$ cat config.mk
export PLATFORM = sky130hd
export DESIGN_NAME = header_checked_packet_deframer
export DESIGN_NICKNAME = d
export VERILOG_FILES = /design/src/hw/rtl/dfr_pkg.sv /design/src/hw/rtl/header_checked_packet_deframer.sv /design/src/hw/rtl/dfr_hdr_check.sv
export SDC_FILE = /design/constraint.sdc
export NUM_CORES = 1
export LEC_CHECK = 0
export BUFFER_PORTS_ARGS = -buffer_cell sky130_fd_sc_hd__buf_2
export CORE_ASPECT_RATIO = 1.2
export CORE_MARGIN = 4
export CORE_UTILIZATION = 60
export DETAILED_ROUTE_END_ITERATION = 10
export PLACE_DENSITY = 0.89
export SLEW_MARGIN = 20
export SYNTH_ARGS = -nofsm -noshare
export SYNTH_HDL_FRONTEND = slang
export SYNTH_HIERARCHICAL = 1
export SYNTH_SLANG_ARGS = --single-unit
$ cat constraint.sdc
create_clock -name clk -period 8.2 [get_ports clk]
set_input_delay 0.41 -clock clk [delete_from_list [all_inputs] [get_ports clk]]
set_output_delay 0.41 -clock clk [all_outputs]
set_load 0.01 [all_outputs]
$ cat src/hw/rtl/dfr_pkg.sv
// shared constants and types for the header checked packet deframer
// no dependencies
`timescale 1ns / 1ps
`default_nettype none

package dfr_pkg;

  localparam int HDR_BYTES   = 10;
  localparam int WIN_DEPTH   = HDR_BYTES - 1;
  localparam int FILL_BITS   = $clog2(WIN_DEPTH + 1);
  localparam int LENGTH_BITS = 32;

  localparam logic [31:0] LEN_MASK = 32'hFFFF_FFFF >> (32 - LENGTH_BITS);

  typedef logic [7:0] byte_t;

  typedef struct packed {
    logic                   ok;
    logic                   zero_len;
    logic [LENGTH_BITS-1:0] len;
  } hdr_result_t;

endpackage

`default_nettype wire

$ cat src/hw/rtl/header_checked_packet_deframer.sv
// a byte's result passes through the input register and then the result register
// throughput: one byte per cycle while out_ready holds, set by the single header test between
// input and result registers; the input register, if empty, refills while a result waits
// reset: synchronous active high rst clears control, fill count, length and start word
`timescale 1ns / 1ps
`default_nettype none

module header_checked_packet_deframer import dfr_pkg::*; (
  input  wire logic        clk,
  input  wire logic        rst,
  input  wire logic        cfg_we,
  input  wire logic [31:0] cfg_data,
  input  wire logic        rx_valid,
  output logic             rx_ready,
  input  wire logic [7:0]  rx_byte,
  output logic             out_valid,
  input  wire logic        out_ready,
  output logic [7:0]       payload_byte,
  output logic             last_of_packet,
  output logic             empty_packet
);

  logic [31:0]            start_word;
  logic                   s1_valid;
  byte_t                  s1_byte;
  byte_t                  window [WIN_DEPTH];
  logic [FILL_BITS-1:0]   window_fill;
  logic                   in_payload;
  logic [LENGTH_BITS-1:0] bytes_remaining;
  hdr_result_t            hdr;
  logic                   out_free;
  logic                   proc;
  logic                   win_full;
  logic                   emit;

  dfr_hdr_check u_check (
    .window     (window),
    .newest     (s1_byte),
    .start_word (start_word),
    .result     (hdr)
  );

  assign out_free = !out_valid || out_ready;
  assign proc     = s1_valid && out_free;
  assign rx_ready = !s1_valid || proc;
  assign win_full = window_fill == FILL_BITS'(WIN_DEPTH);
  assign emit     = in_payload || (win_full && hdr.ok && hdr.zero_len);

  always_ff @(posedge clk) begin
    if (rst) begin
      start_word <= '0;
    end else if (cfg_we) begin
      start_word <= cfg_data;
    end
  end

  // input register
  always_ff @(posedge clk) begin
    if (rst) begin
      s1_valid <= 1'b0;
    end else if (rx_ready) begin
      s1_valid <= rx_valid;
    end
    if (rx_ready && rx_valid) begin
      s1_byte <= rx_byte;
    end
  end

  // hunt window, newest byte at the top
  always_ff @(posedge clk) begin
    if (proc && !in_payload) begin
      for (int i = 0; i < WIN_DEPTH - 1; i++) begin
        window[i] <= window[i+1];
      end
      window[WIN_DEPTH-1] <= s1_byte;
    end
  end

  always_ff @(posedge clk) begin
    if (rst) begin
      window_fill     <= '0;
      in_payload      <= 1'b0;
      bytes_remaining <= '0;
      out_valid       <= 1'b0;
    end else begin
      if (proc) begin
        out_valid <= emit;
      end else if (out_ready) begin
        out_valid <= 1'b0;
      end
      if (proc) begin
        if (in_payload) begin
          bytes_remaining <= bytes_remaining - 1'b1;
          if (bytes_remaining == LENGTH_BITS'(1)) begin
            in_payload <= 1'b0;
          end
        end else if (!win_full) begin
          window_fill <= window_fill + 1'b1;
        end else if (hdr.ok) begin
          window_fill <= '0;
          if (!hdr.zero_len) begin
            in_payload      <= 1'b1;
            bytes_remaining <= hdr.len;
          end
        end
      end
    end
  end

  // result register
  always_ff @(posedge clk) begin
    if (proc) begin
      if (in_payload) begin
        payload_byte   <= s1_byte;
        last_of_packet <= bytes_remaining == LENGTH_BITS'(1);
        empty_packet   <= 1'b0;
      end else begin
        payload_byte   <= '0;
        last_of_packet <= 1'b1;
        empty_packet   <= 1'b1;
      end
    end
  end

endmodule

`default_nettype wire

$ cat src/hw/rtl/dfr_hdr_check.sv
// header test on a ten byte candidate: start word, length range, checksum
// depends on dfr_pkg
`timescale 1ns / 1ps
`default_nettype none

module dfr_hdr_check import dfr_pkg::*; (
  input  wire byte_t       window [WIN_DEPTH],
  input  wire byte_t       newest,
  input  wire logic [31:0] start_word,
  output hdr_result_t      result
);

  logic [31:0] cand_start;
  logic [31:0] cand_len;
  logic [15:0] cand_csum;
  logic [17:0] sum_all;
  logic [16:0] folded;
  logic [15:0] expect_csum;
  logic        len_fits;

  always_comb begin
    cand_start  = {window[3], window[2], window[1], window[0]};
    cand_len    = {window[7], window[6], window[5], window[4]};
    cand_csum   = {newest, window[8]};
    sum_all     = 18'(start_word[15:0]) + 18'(start_word[31:16])
                + 18'(cand_len[15:0]) + 18'(cand_len[31:16]);
    folded      = 17'(sum_all[15:0]) + 17'(sum_all[17:16]);
    expect_csum = ~folded[15:0];
    len_fits    = (cand_len & ~LEN_MASK) == 32'd0;

    result.ok       = (cand_start == start_word) && (cand_csum == expect_csum) && len_fits;
    result.zero_len = cand_len == 32'd0;
    result.len      = cand_len[LENGTH_BITS-1:0];
  end

endmodule

`default_nettype wire
# Word level (Yosys, flattened, before mapping)
# Index checks and enable logic that the tools add are counted.
# W data, S select, Z words.
[totals] reg_bits=161 inputBits=45 output_inout_bits=12 wordCells=65
[classes] add_sub_neg=6 n_eq_ne=6 n_mux=14 bitwise_logic=2 reduce_logical=18
[op_table] op="$mux W32" count=4
[op_table] op="$add A18 B16 Y18" count=2
[op_table] op="$eq A32 B1 Y1 const B" count=1
[op_table] op="$eq A32 B32 Y1" count=1
[op_table] op="$logic_not A32 Y1" count=1
[op_table] op="$sub A32 B1 Y32 const B" count=1
[op_table] op="$add A16 B16 Y17" count=1
[op_table] op="$add A16 B2 Y16" count=1
[op_table] op="$eq A16 B16 Y1" count=1
[op_table] op="$not A16 Y16" count=1
[op_table] op="$mux W1" count=8
[op_table] op="$mux W4" count=2
[op_table] op="$logic_and A1 B1 Y1" count=6
[op_table] op="$reduce_bool A2 Y1" count=3
[op_table] op="$add A4 B1 Y4 const B" count=1
[op_table] op="$eq A4 B4 Y1 const B" count=1
[op_table] op="$ne A2 B2 Y1 const B" count=2
[op_table] op="$reduce_and A4 Y1" count=1
[op_table] op="$logic_not A1 Y1" count=3
[op_table] op="$logic_or A1 B1 Y1" count=3
[op_table] op="$reduce_and A3 Y1" count=1
[op_table] op="$not A1 Y1" count=1

# Depth between registers and ports, before layout
# Gate-level depths: netlist (run 1).
[logic_depth] word_depth=11 mapped_depth=33 ltp_nobuf=31

# Hierarchy
# The synthesis (run 1) kept the hierarchy.
[by_module_without_submodules] module="header_checked_packet_deframer" n_inst=1 cells_each=567 area_each_um2=6643.9 seq_area_each_um2=4124.0
[by_module_without_submodules] module="dfr_hdr_check" n_inst=1 cells_each=390 area_each_um2=3032.9 seq_area_each_um2=0.0

# Least setup slack after synthesis (run 1)
# OpenSTA, ideal clock, no wires.
[synth_path] path_kind="register to register" startpoint="register window[19] in the netlist's numbering" endpoint="register bytes_remaining[6]" setup_ns=0.114 arrival_ns=6.923 required_ns=8.086 slack_ns=1.163 stages_incl_launch_ff=32 n_path_buf=1 period_less_slack_ns=7.037 path_cell_list="edfxtp_1 inv_1 fa_1 fa_1 inv_1 ha_1 and3_2 a22o_1 o41ai_1 o21ai_0 a21o_1 a21o_1 a21o_1 a21oi_1 xnor2_1 ha_1 inv_1 fa_1 inv_1 o2111ai_2 nor4_4 xnor2_1 a211o_1 a211oi_2 nand4_1 a211o_1 a221oi_2 and3b_1 and2_1 buf_2 o21ai_0 a2111oi_0"
[synth_rtl] element="from (decl)" line="header_checked_packet_deframer.sv:26" source="byte_t window [WIN_DEPTH];"
[synth_rtl] element="from (signal, indexed assignment)" line="header_checked_packet_deframer.sv:73" source="window[i] <= window[i+1];"
[synth_rtl] element="from (signal, indexed assignment)" line="header_checked_packet_deframer.sv:75" source="window[WIN_DEPTH-1] <= s1_byte;"
[synth_rtl] element="to (signal assigned)" line="header_checked_packet_deframer.sv:93" source="bytes_remaining <= bytes_remaining - 1'b1;"
[synth_rtl] element="to (signal assigned)" line="header_checked_packet_deframer.sv:103" source="bytes_remaining <= hdr.len;"
[synth_rtl] element="to (decl)" line="header_checked_packet_deframer.sv:29" source="logic [LENGTH_BITS-1:0] bytes_remaining;"

==> impl_metrics.tcl, run 1 <==
set metrics [dict create \
    outcome "completed" \
    num_io_pins 57 \
    powerDensity_nw_per_um2 224.7 \
    antenna_cells 0 \
    track_usage_pct 27.58 \
    worstHoldPathType "input pin to flip-flop" \
    wl_met1_mm 9.544 \
    synth_cells 957 \
    endpoint_kind "flip-flop" \
    synth_area_leaders "edfxtp_1 28%, dfxtp_1 15%, fa_1 6.8%, xnor2_1 5.2%, inv_1 4.2%" \
    cts_made_buffers 17 \
    seq_area_frac_synth_pct 42.62 \
    syn_nets 1056 \
    met2_wirelength_mm 11.88 \
    tightest_slew_ps 993.1 \
    grt_pass1_vias 7274 \
    finClkSkew_ps 13.28 \
    fill_cells 1116 \
    yosys.area.top_type "edfxtp_1" \
    gr-total-overflow 0 \
    top_layer "met4" \
    syn_avg_cell_area_sq_um 10.11 \
    p_leak_uw 0.004195 \
    cpMaxStageDelayCell "fa_1" \
    tns_ps 0 \
    h-tree-depth 4 \
    fin_crit_ps 7820 \
    arrival_ps 8160 \
    rows 50 \
    dp_slack_ps 177.9 \
    cts_hold_buf 0 \
    cts_tree "yes" \
    reg2reg_depth 30 \
    layout_common_cells "108 x inv_1, 90 x edfxtp_1, 70 x dfxtp_1" \
    drive_gt1_share_pct 12.99 \
    seq_area_sq_um 4125 \
    worstSkewPairLatency_ps 440 \
    max_cap_viol_count 0 \
    place_congestion 0.9694 \
    final_max_slew_viol_count 0 \
    drt_iter0_markers 946 \
    coreArea_sq_um 15700 \
    ys.flop_type "edfxtp_1" \
    hold_start "rx_byte[7]" \
    rsz0062_at_grt "false" \
    clkSinkCount 161 \
    routed_wirelength_mm 24.53 \
    dieHeight_um 147.1 \
    finalHoldViolations 0 \
    worstSetupStartpointType "flip-flop" \
    rr_endpoint "bytes_remaining[9]" \
    crit_fanout 8 \
    setup_violations 0 \
    power.total_uw 2372 \
    wl_met3_mm 2.016 \
    reg2reg_from "window[19]" \
    clockBufferDepth 2 \
    fin_crit_sh_pct 95.36 \
    dr.pass1.iters 6 \
    worstPathRequired_ps 8540 \
    wl_per_cell_um 20.56 \
    fin_ws_ps 380.2 \
    ant_nets 0 \
    hold_end "s1_byte[7]" \
    vdd_drop_max_mv 0.1830 \
    final_util_pct 67.23 \
    synth_async_sr_flop_share_pct 0 \
    netlist.area_leader.share_pct 27.93 \
    die-width_um 123.9 \
    antenna_found_initial 0 \
    synthToLayoutAreaGrowth_pct 9.090 \
    syn_area_sq_um 9677 \
    grt_max_degree 78 \
    whs_path_depth 1 \
    cts.root.buffer_cell "clkbuf_16" \
    fin_nets 1071 \
    dp_hpwl_mm 17.50 \
    grt_pass1_wl_mm 38.54 \
    reg2reg_slack_ps 380 \
    ys_types 79 \
    multiInputGateArea_sq_um 4776 \
    cp_slowest_stage_delay_ps 530 \
    worstSetupPathType "flip-flop to flip-flop" \
    final_common_cell "inv_1" \
    synth-seq-cells 161 \
    drc 0 \
    synth_enable_flop_cells 90 \
    portBuffers 56 \
    avgViaCountPerCell 6.309 \
    start_util_pct 61.63 \
    dr_total_vias 7527 \
    maxSlewHeadroom_pct 33.72 \
    max_freq_mhz 127.9 \
    ys_warn_count 6 \
    die_area_sq_um 18230 \
    clk_pin_slew_ps 70 \
]
report_power, final:
part	total (uW)	switching (uW)	internal, uW
registers	915	32.2	882
logic	604	368	236
clock network	853	340	514
worst max-delay path by stage:
stage               start             endpoint  slack (ps)  cells after the start
2_1_floorplan  window[19]   bytes_remaining[6]        1160                     31
3_3_place_gp   window[20]  bytes_remaining[16]         360                     31
3_5_place_dp   window[19]  bytes_remaining[18]         180                     31
4_1_cts        window[19]  bytes_remaining[18]           6                     31
5_1_grt        window[19]   bytes_remaining[9]           7                     31
6_report       window[19]   bytes_remaining[9]         380                     30
stage by stage:
step / hold WS (ps) / area [sq um] / instances
floorplan: 447.3 / 9677 / 957
global placement: 452.6 / 9889 / 1160
detailed placement: 465.0 / 9889 / 1160
CTS: 136.3 / 10520 / 1192
global route: 139.4 / 10560 / 1193
finish: 149.9 / 10560 / 1193
metal layers:
metal	up-vias	global-route usage [%]
met4	0	11.84
met3	88	4.852
met1	3580	36.22
li1	3428	-
met5	-	0
met2	431	44.74
synthesized netlist by cell type (all sizes together), types with 22 or more instances:
cell / count
buf: 46
dfxtp: 71
nand2: 52
nor4: 33
nor2: 58
clkbuf: 24
xnor2: 57
edfxtp: 90
nand4: 22
fa: 33
inv: 108
nor3: 25
a21oi: 30
mux2i: 40
o21ai: 28
nand3: 26
cells by family (layout without fill, tap and decap cells):
kind of cell | count (synthesis) | count (layout) | share of synthesized area, %
XOR/XNOR | 70 | 70 | 6.413
multiplexers | 42 | 42 | 4.370
adder cells (fa/ha/maj) | 54 | 54 | 9.542
AO/OA/AOI/OAI | 171 | 171 | 12.56
buffers and inverters | 178 | 206 | 8.301
flip-flops | 161 | 161 | 42.62
AND/OR/NAND/NOR | 281 | 281 | 16.20
timing repair:
item                                    in CTS  in global routing
setup buffers                                0                  1
gates resized for setup                      0                  9
endpoints found under the setup margin       0                 28
worst max-delay path, delay by kind of cell (launching register included):
kind	cells	cell delay, ps
compound gates	12	2550
fa+ha+maj	5	2030
simple gates	8	1970
xor+xnor	2	480
flops	1	450
buf+inv	3	200
sequential cells by signal, summed over array words and instances, names as in the netlist:
| name | cells |
|---|---|
| window_fill | 4 |
| empty_packet | 1 |
| last_of_packet | 1 |
| in_payload | 1 |
| window | 72 |
| payload_byte | 8 |
| start_word | 32 |
| bytes_remaining | 32 |
| s1_valid | 1 |
| s1_byte | 8 |
| out_valid | 1 |
area by class of cell:
cell class / instances / area share, %
repair buffers: 66 / 3.402
clock inverters: 15 / 1.944
flip-flops and latches: 161 / 39.08
clock buffers: 17 / 4.030
multi-input cells: 618 / 45.24
well taps: 208 / 2.465
inverters: 108 / 3.840
Note: power is estimated with default switching activity, not from simulation.
==> run 2, diff against run 1 <==
Settings changed: CORE_MARGIN 4 to default.
==> run 2 against run 1 <==
Via count grew 0.62%; setup slack better by 38 ps; clock power down 9.4%; power is 3.7% lower; die area is 8.7% lower; core utilization down 0.45 points; first-iteration DRC count fell by 5.1%; global-route usage grew 3.5 points; critical endpoint unchanged; highest routed layer unchanged.
==> impl_metrics.tcl, run 2 (same netlist as run 1, synthesis figures left out) <==
set metrics [dict create \
    worstSkewPairLatency_ps 430 \
    stdcell_count 1194 \
    fin_crit_ps 7782 \
    place_congestion 1.013 \
    clockBufferDepth 2 \
    grt_max_degree 78 \
    dpl.cell_count 1162 \
    p_int_uw 1563 \
    clkPwrFrac_pct 33.9 \
    top_register "window" \
    finalHoldViolations 0 \
    max_freq_mhz 128.5 \
    cp_slowest_stage_delay_ps 520 \
    h-tree-depth 4 \
    cts_made_buffers 17 \
    p_sw_share_pct 31.56 \
    tns_ps 0 \
    worstSetupStartpointType "flip-flop" \
    power_frac_comb_pct 26.0 \
    largest_reg_flops 72 \
    worstHoldPathType "input pin to flip-flop" \
    p_leak_uw 0.004149 \
    power_frac_seq_pct 40.1 \
    hold_ws_ps 154.8 \
    track_usage_pct 31.08 \
    wl_per_cell_um 20.88 \
    reg_top3 "window x72, bytes_remaining x32, start_word x32" \
    layout_common_cells "108 x inv_1, 90 x edfxtp_1, 70 x dfxtp_1" \
    clk_pin_slew_ps 70 \
    outcome "completed" \
    grt_pass1_wl_mm 39.38 \
    final_util_pct 66.78 \
    endpoint_kind "flip-flop" \
    fin_nets 1072 \
    worstPathRequired_ps 8540 \
    routed_wirelength_mm 24.93 \
    tightest_slew_ps 978.7 \
    final_common_cell "inv_1" \
    ant_nets 0 \
    rows 50 \
    start_util_pct 61.63 \
    crit_fanout 8 \
    cts_tree "yes" \
    coreArea_sq_um 15700 \
    dr_total_vias 7574 \
    clkSinkCount 161 \
    arrival_ps 8120 \
    dp_hpwl_mm 17.66 \
    die_area_sq_um 16640 \
    vdd_drop_max_mv 0.1529 \
    dieHeight_um 141.1 \
    grt_pass1_vias 7310 \
    drt_iter0_markers 898 \
    cpMaxStageDelayCell "fa_1" \
    antenna_cells 0 \
    finClkSkew_ps 9.951 \
    die-width_um 117.9 \
    num_io_pins 57 \
    maxSlewHeadroom_pct 34.76 \
    powerDensity_nw_per_um2 217.7 \
    max_cap_viol_count 0 \
    drive_gt1_share_pct 13.08 \
    antenna_found_initial 0 \
    rsz0062_at_grt "false" \
    cts_hold_buf 0 \
    crit_top_cell "inv_1" \
    cts.root.buffer_cell "clkbuf_16" \
    synthToLayoutAreaGrowth_pct 8.366 \
    cts_resized 0 \
    avgViaCountPerCell 6.343 \
    setup_violations 0 \
    final_max_slew_viol_count 0 \
    portBuffers 56 \
    fin_crit_sh_pct 94.90 \
    gr-total-overflow 0 \
    p_switching_uw 720.6 \
    post_cts_buffers 0 \
    drc 0 \
    dr.pass1.iters 5 \
    worstSetupPathType "flip-flop to flip-flop" \
]
-- run 2: changes by cell type in the layout (fill, tap and decap cells not counted), sizes merged --
cell / delta
bufinv: -2
buf: +1
inv: -3
clkinvlp: +3
clkinv: +2
-- run 2: worst max-delay path, delay by kind of cell (launching register included) --
family / cells / cell delay (ps)
fa+ha+maj: 5 / 1940
flops: 1 / 440
compound gates: 14 / 3060
simple gates: 6 / 1620
xor+xnor: 2 / 280
buf+inv: 4 / 340
-- run 2: routing by layer --
layer	share of wire (%)	vias up	GRT usage (%)
li1	-	3417	-
met1	39	3634	38.88
met2	49	438	51.73
met3	7.8	85	6.311
met4	4.5	0	14.78
met5	0	-	0
-- run 2: metrics by stage --
step                worst slack [ps]  area (sq um)  total power [uW]
floorplan                       1163          9677              1362
global placement               701.2          9905              1490
detailed placement             388.6          9905              1506
CTS                            255.2         10470              2275
global route                   57.58         10490              2372
finish                         418.3         10490              2283
-- run 2: path summary, 6_finish.rpt --
kind | from | end | slack, ps | cells after the start
worst min-delay path | rx_byte[2] | s1_byte[2] | 150 | 1
worst max register to register | window[20] | bytes_remaining[9] | 420 | 31
worst min register to register | window[55] | window[63] | 480 | 0
worst max-delay path | window[20] | bytes_remaining[9] | 420 | 31
-- run 2: power by group through the flow --
stage	clock (uW)	combinational [uW]	sequential (uW)
2_1_floorplan	0	443	919
3_3_place_gp	0	561	929
3_5_place_dp	0	576	930
4_1_cts	780	582	914
5_1_grt	811	645	917
6_report	773	595	915
-- run 2: layout make-up --
class | count | area (sq um)
multi-input combinational | 618 | 4765
sequential | 161 | 4125
fill | 1134 | 5216
clock buffer | 17 | 425.4
timing repair buffer | 67 | 362.8
tap | 208 | 260.3
inverter | 108 | 405.4
clock inverter | 15 | 142.6
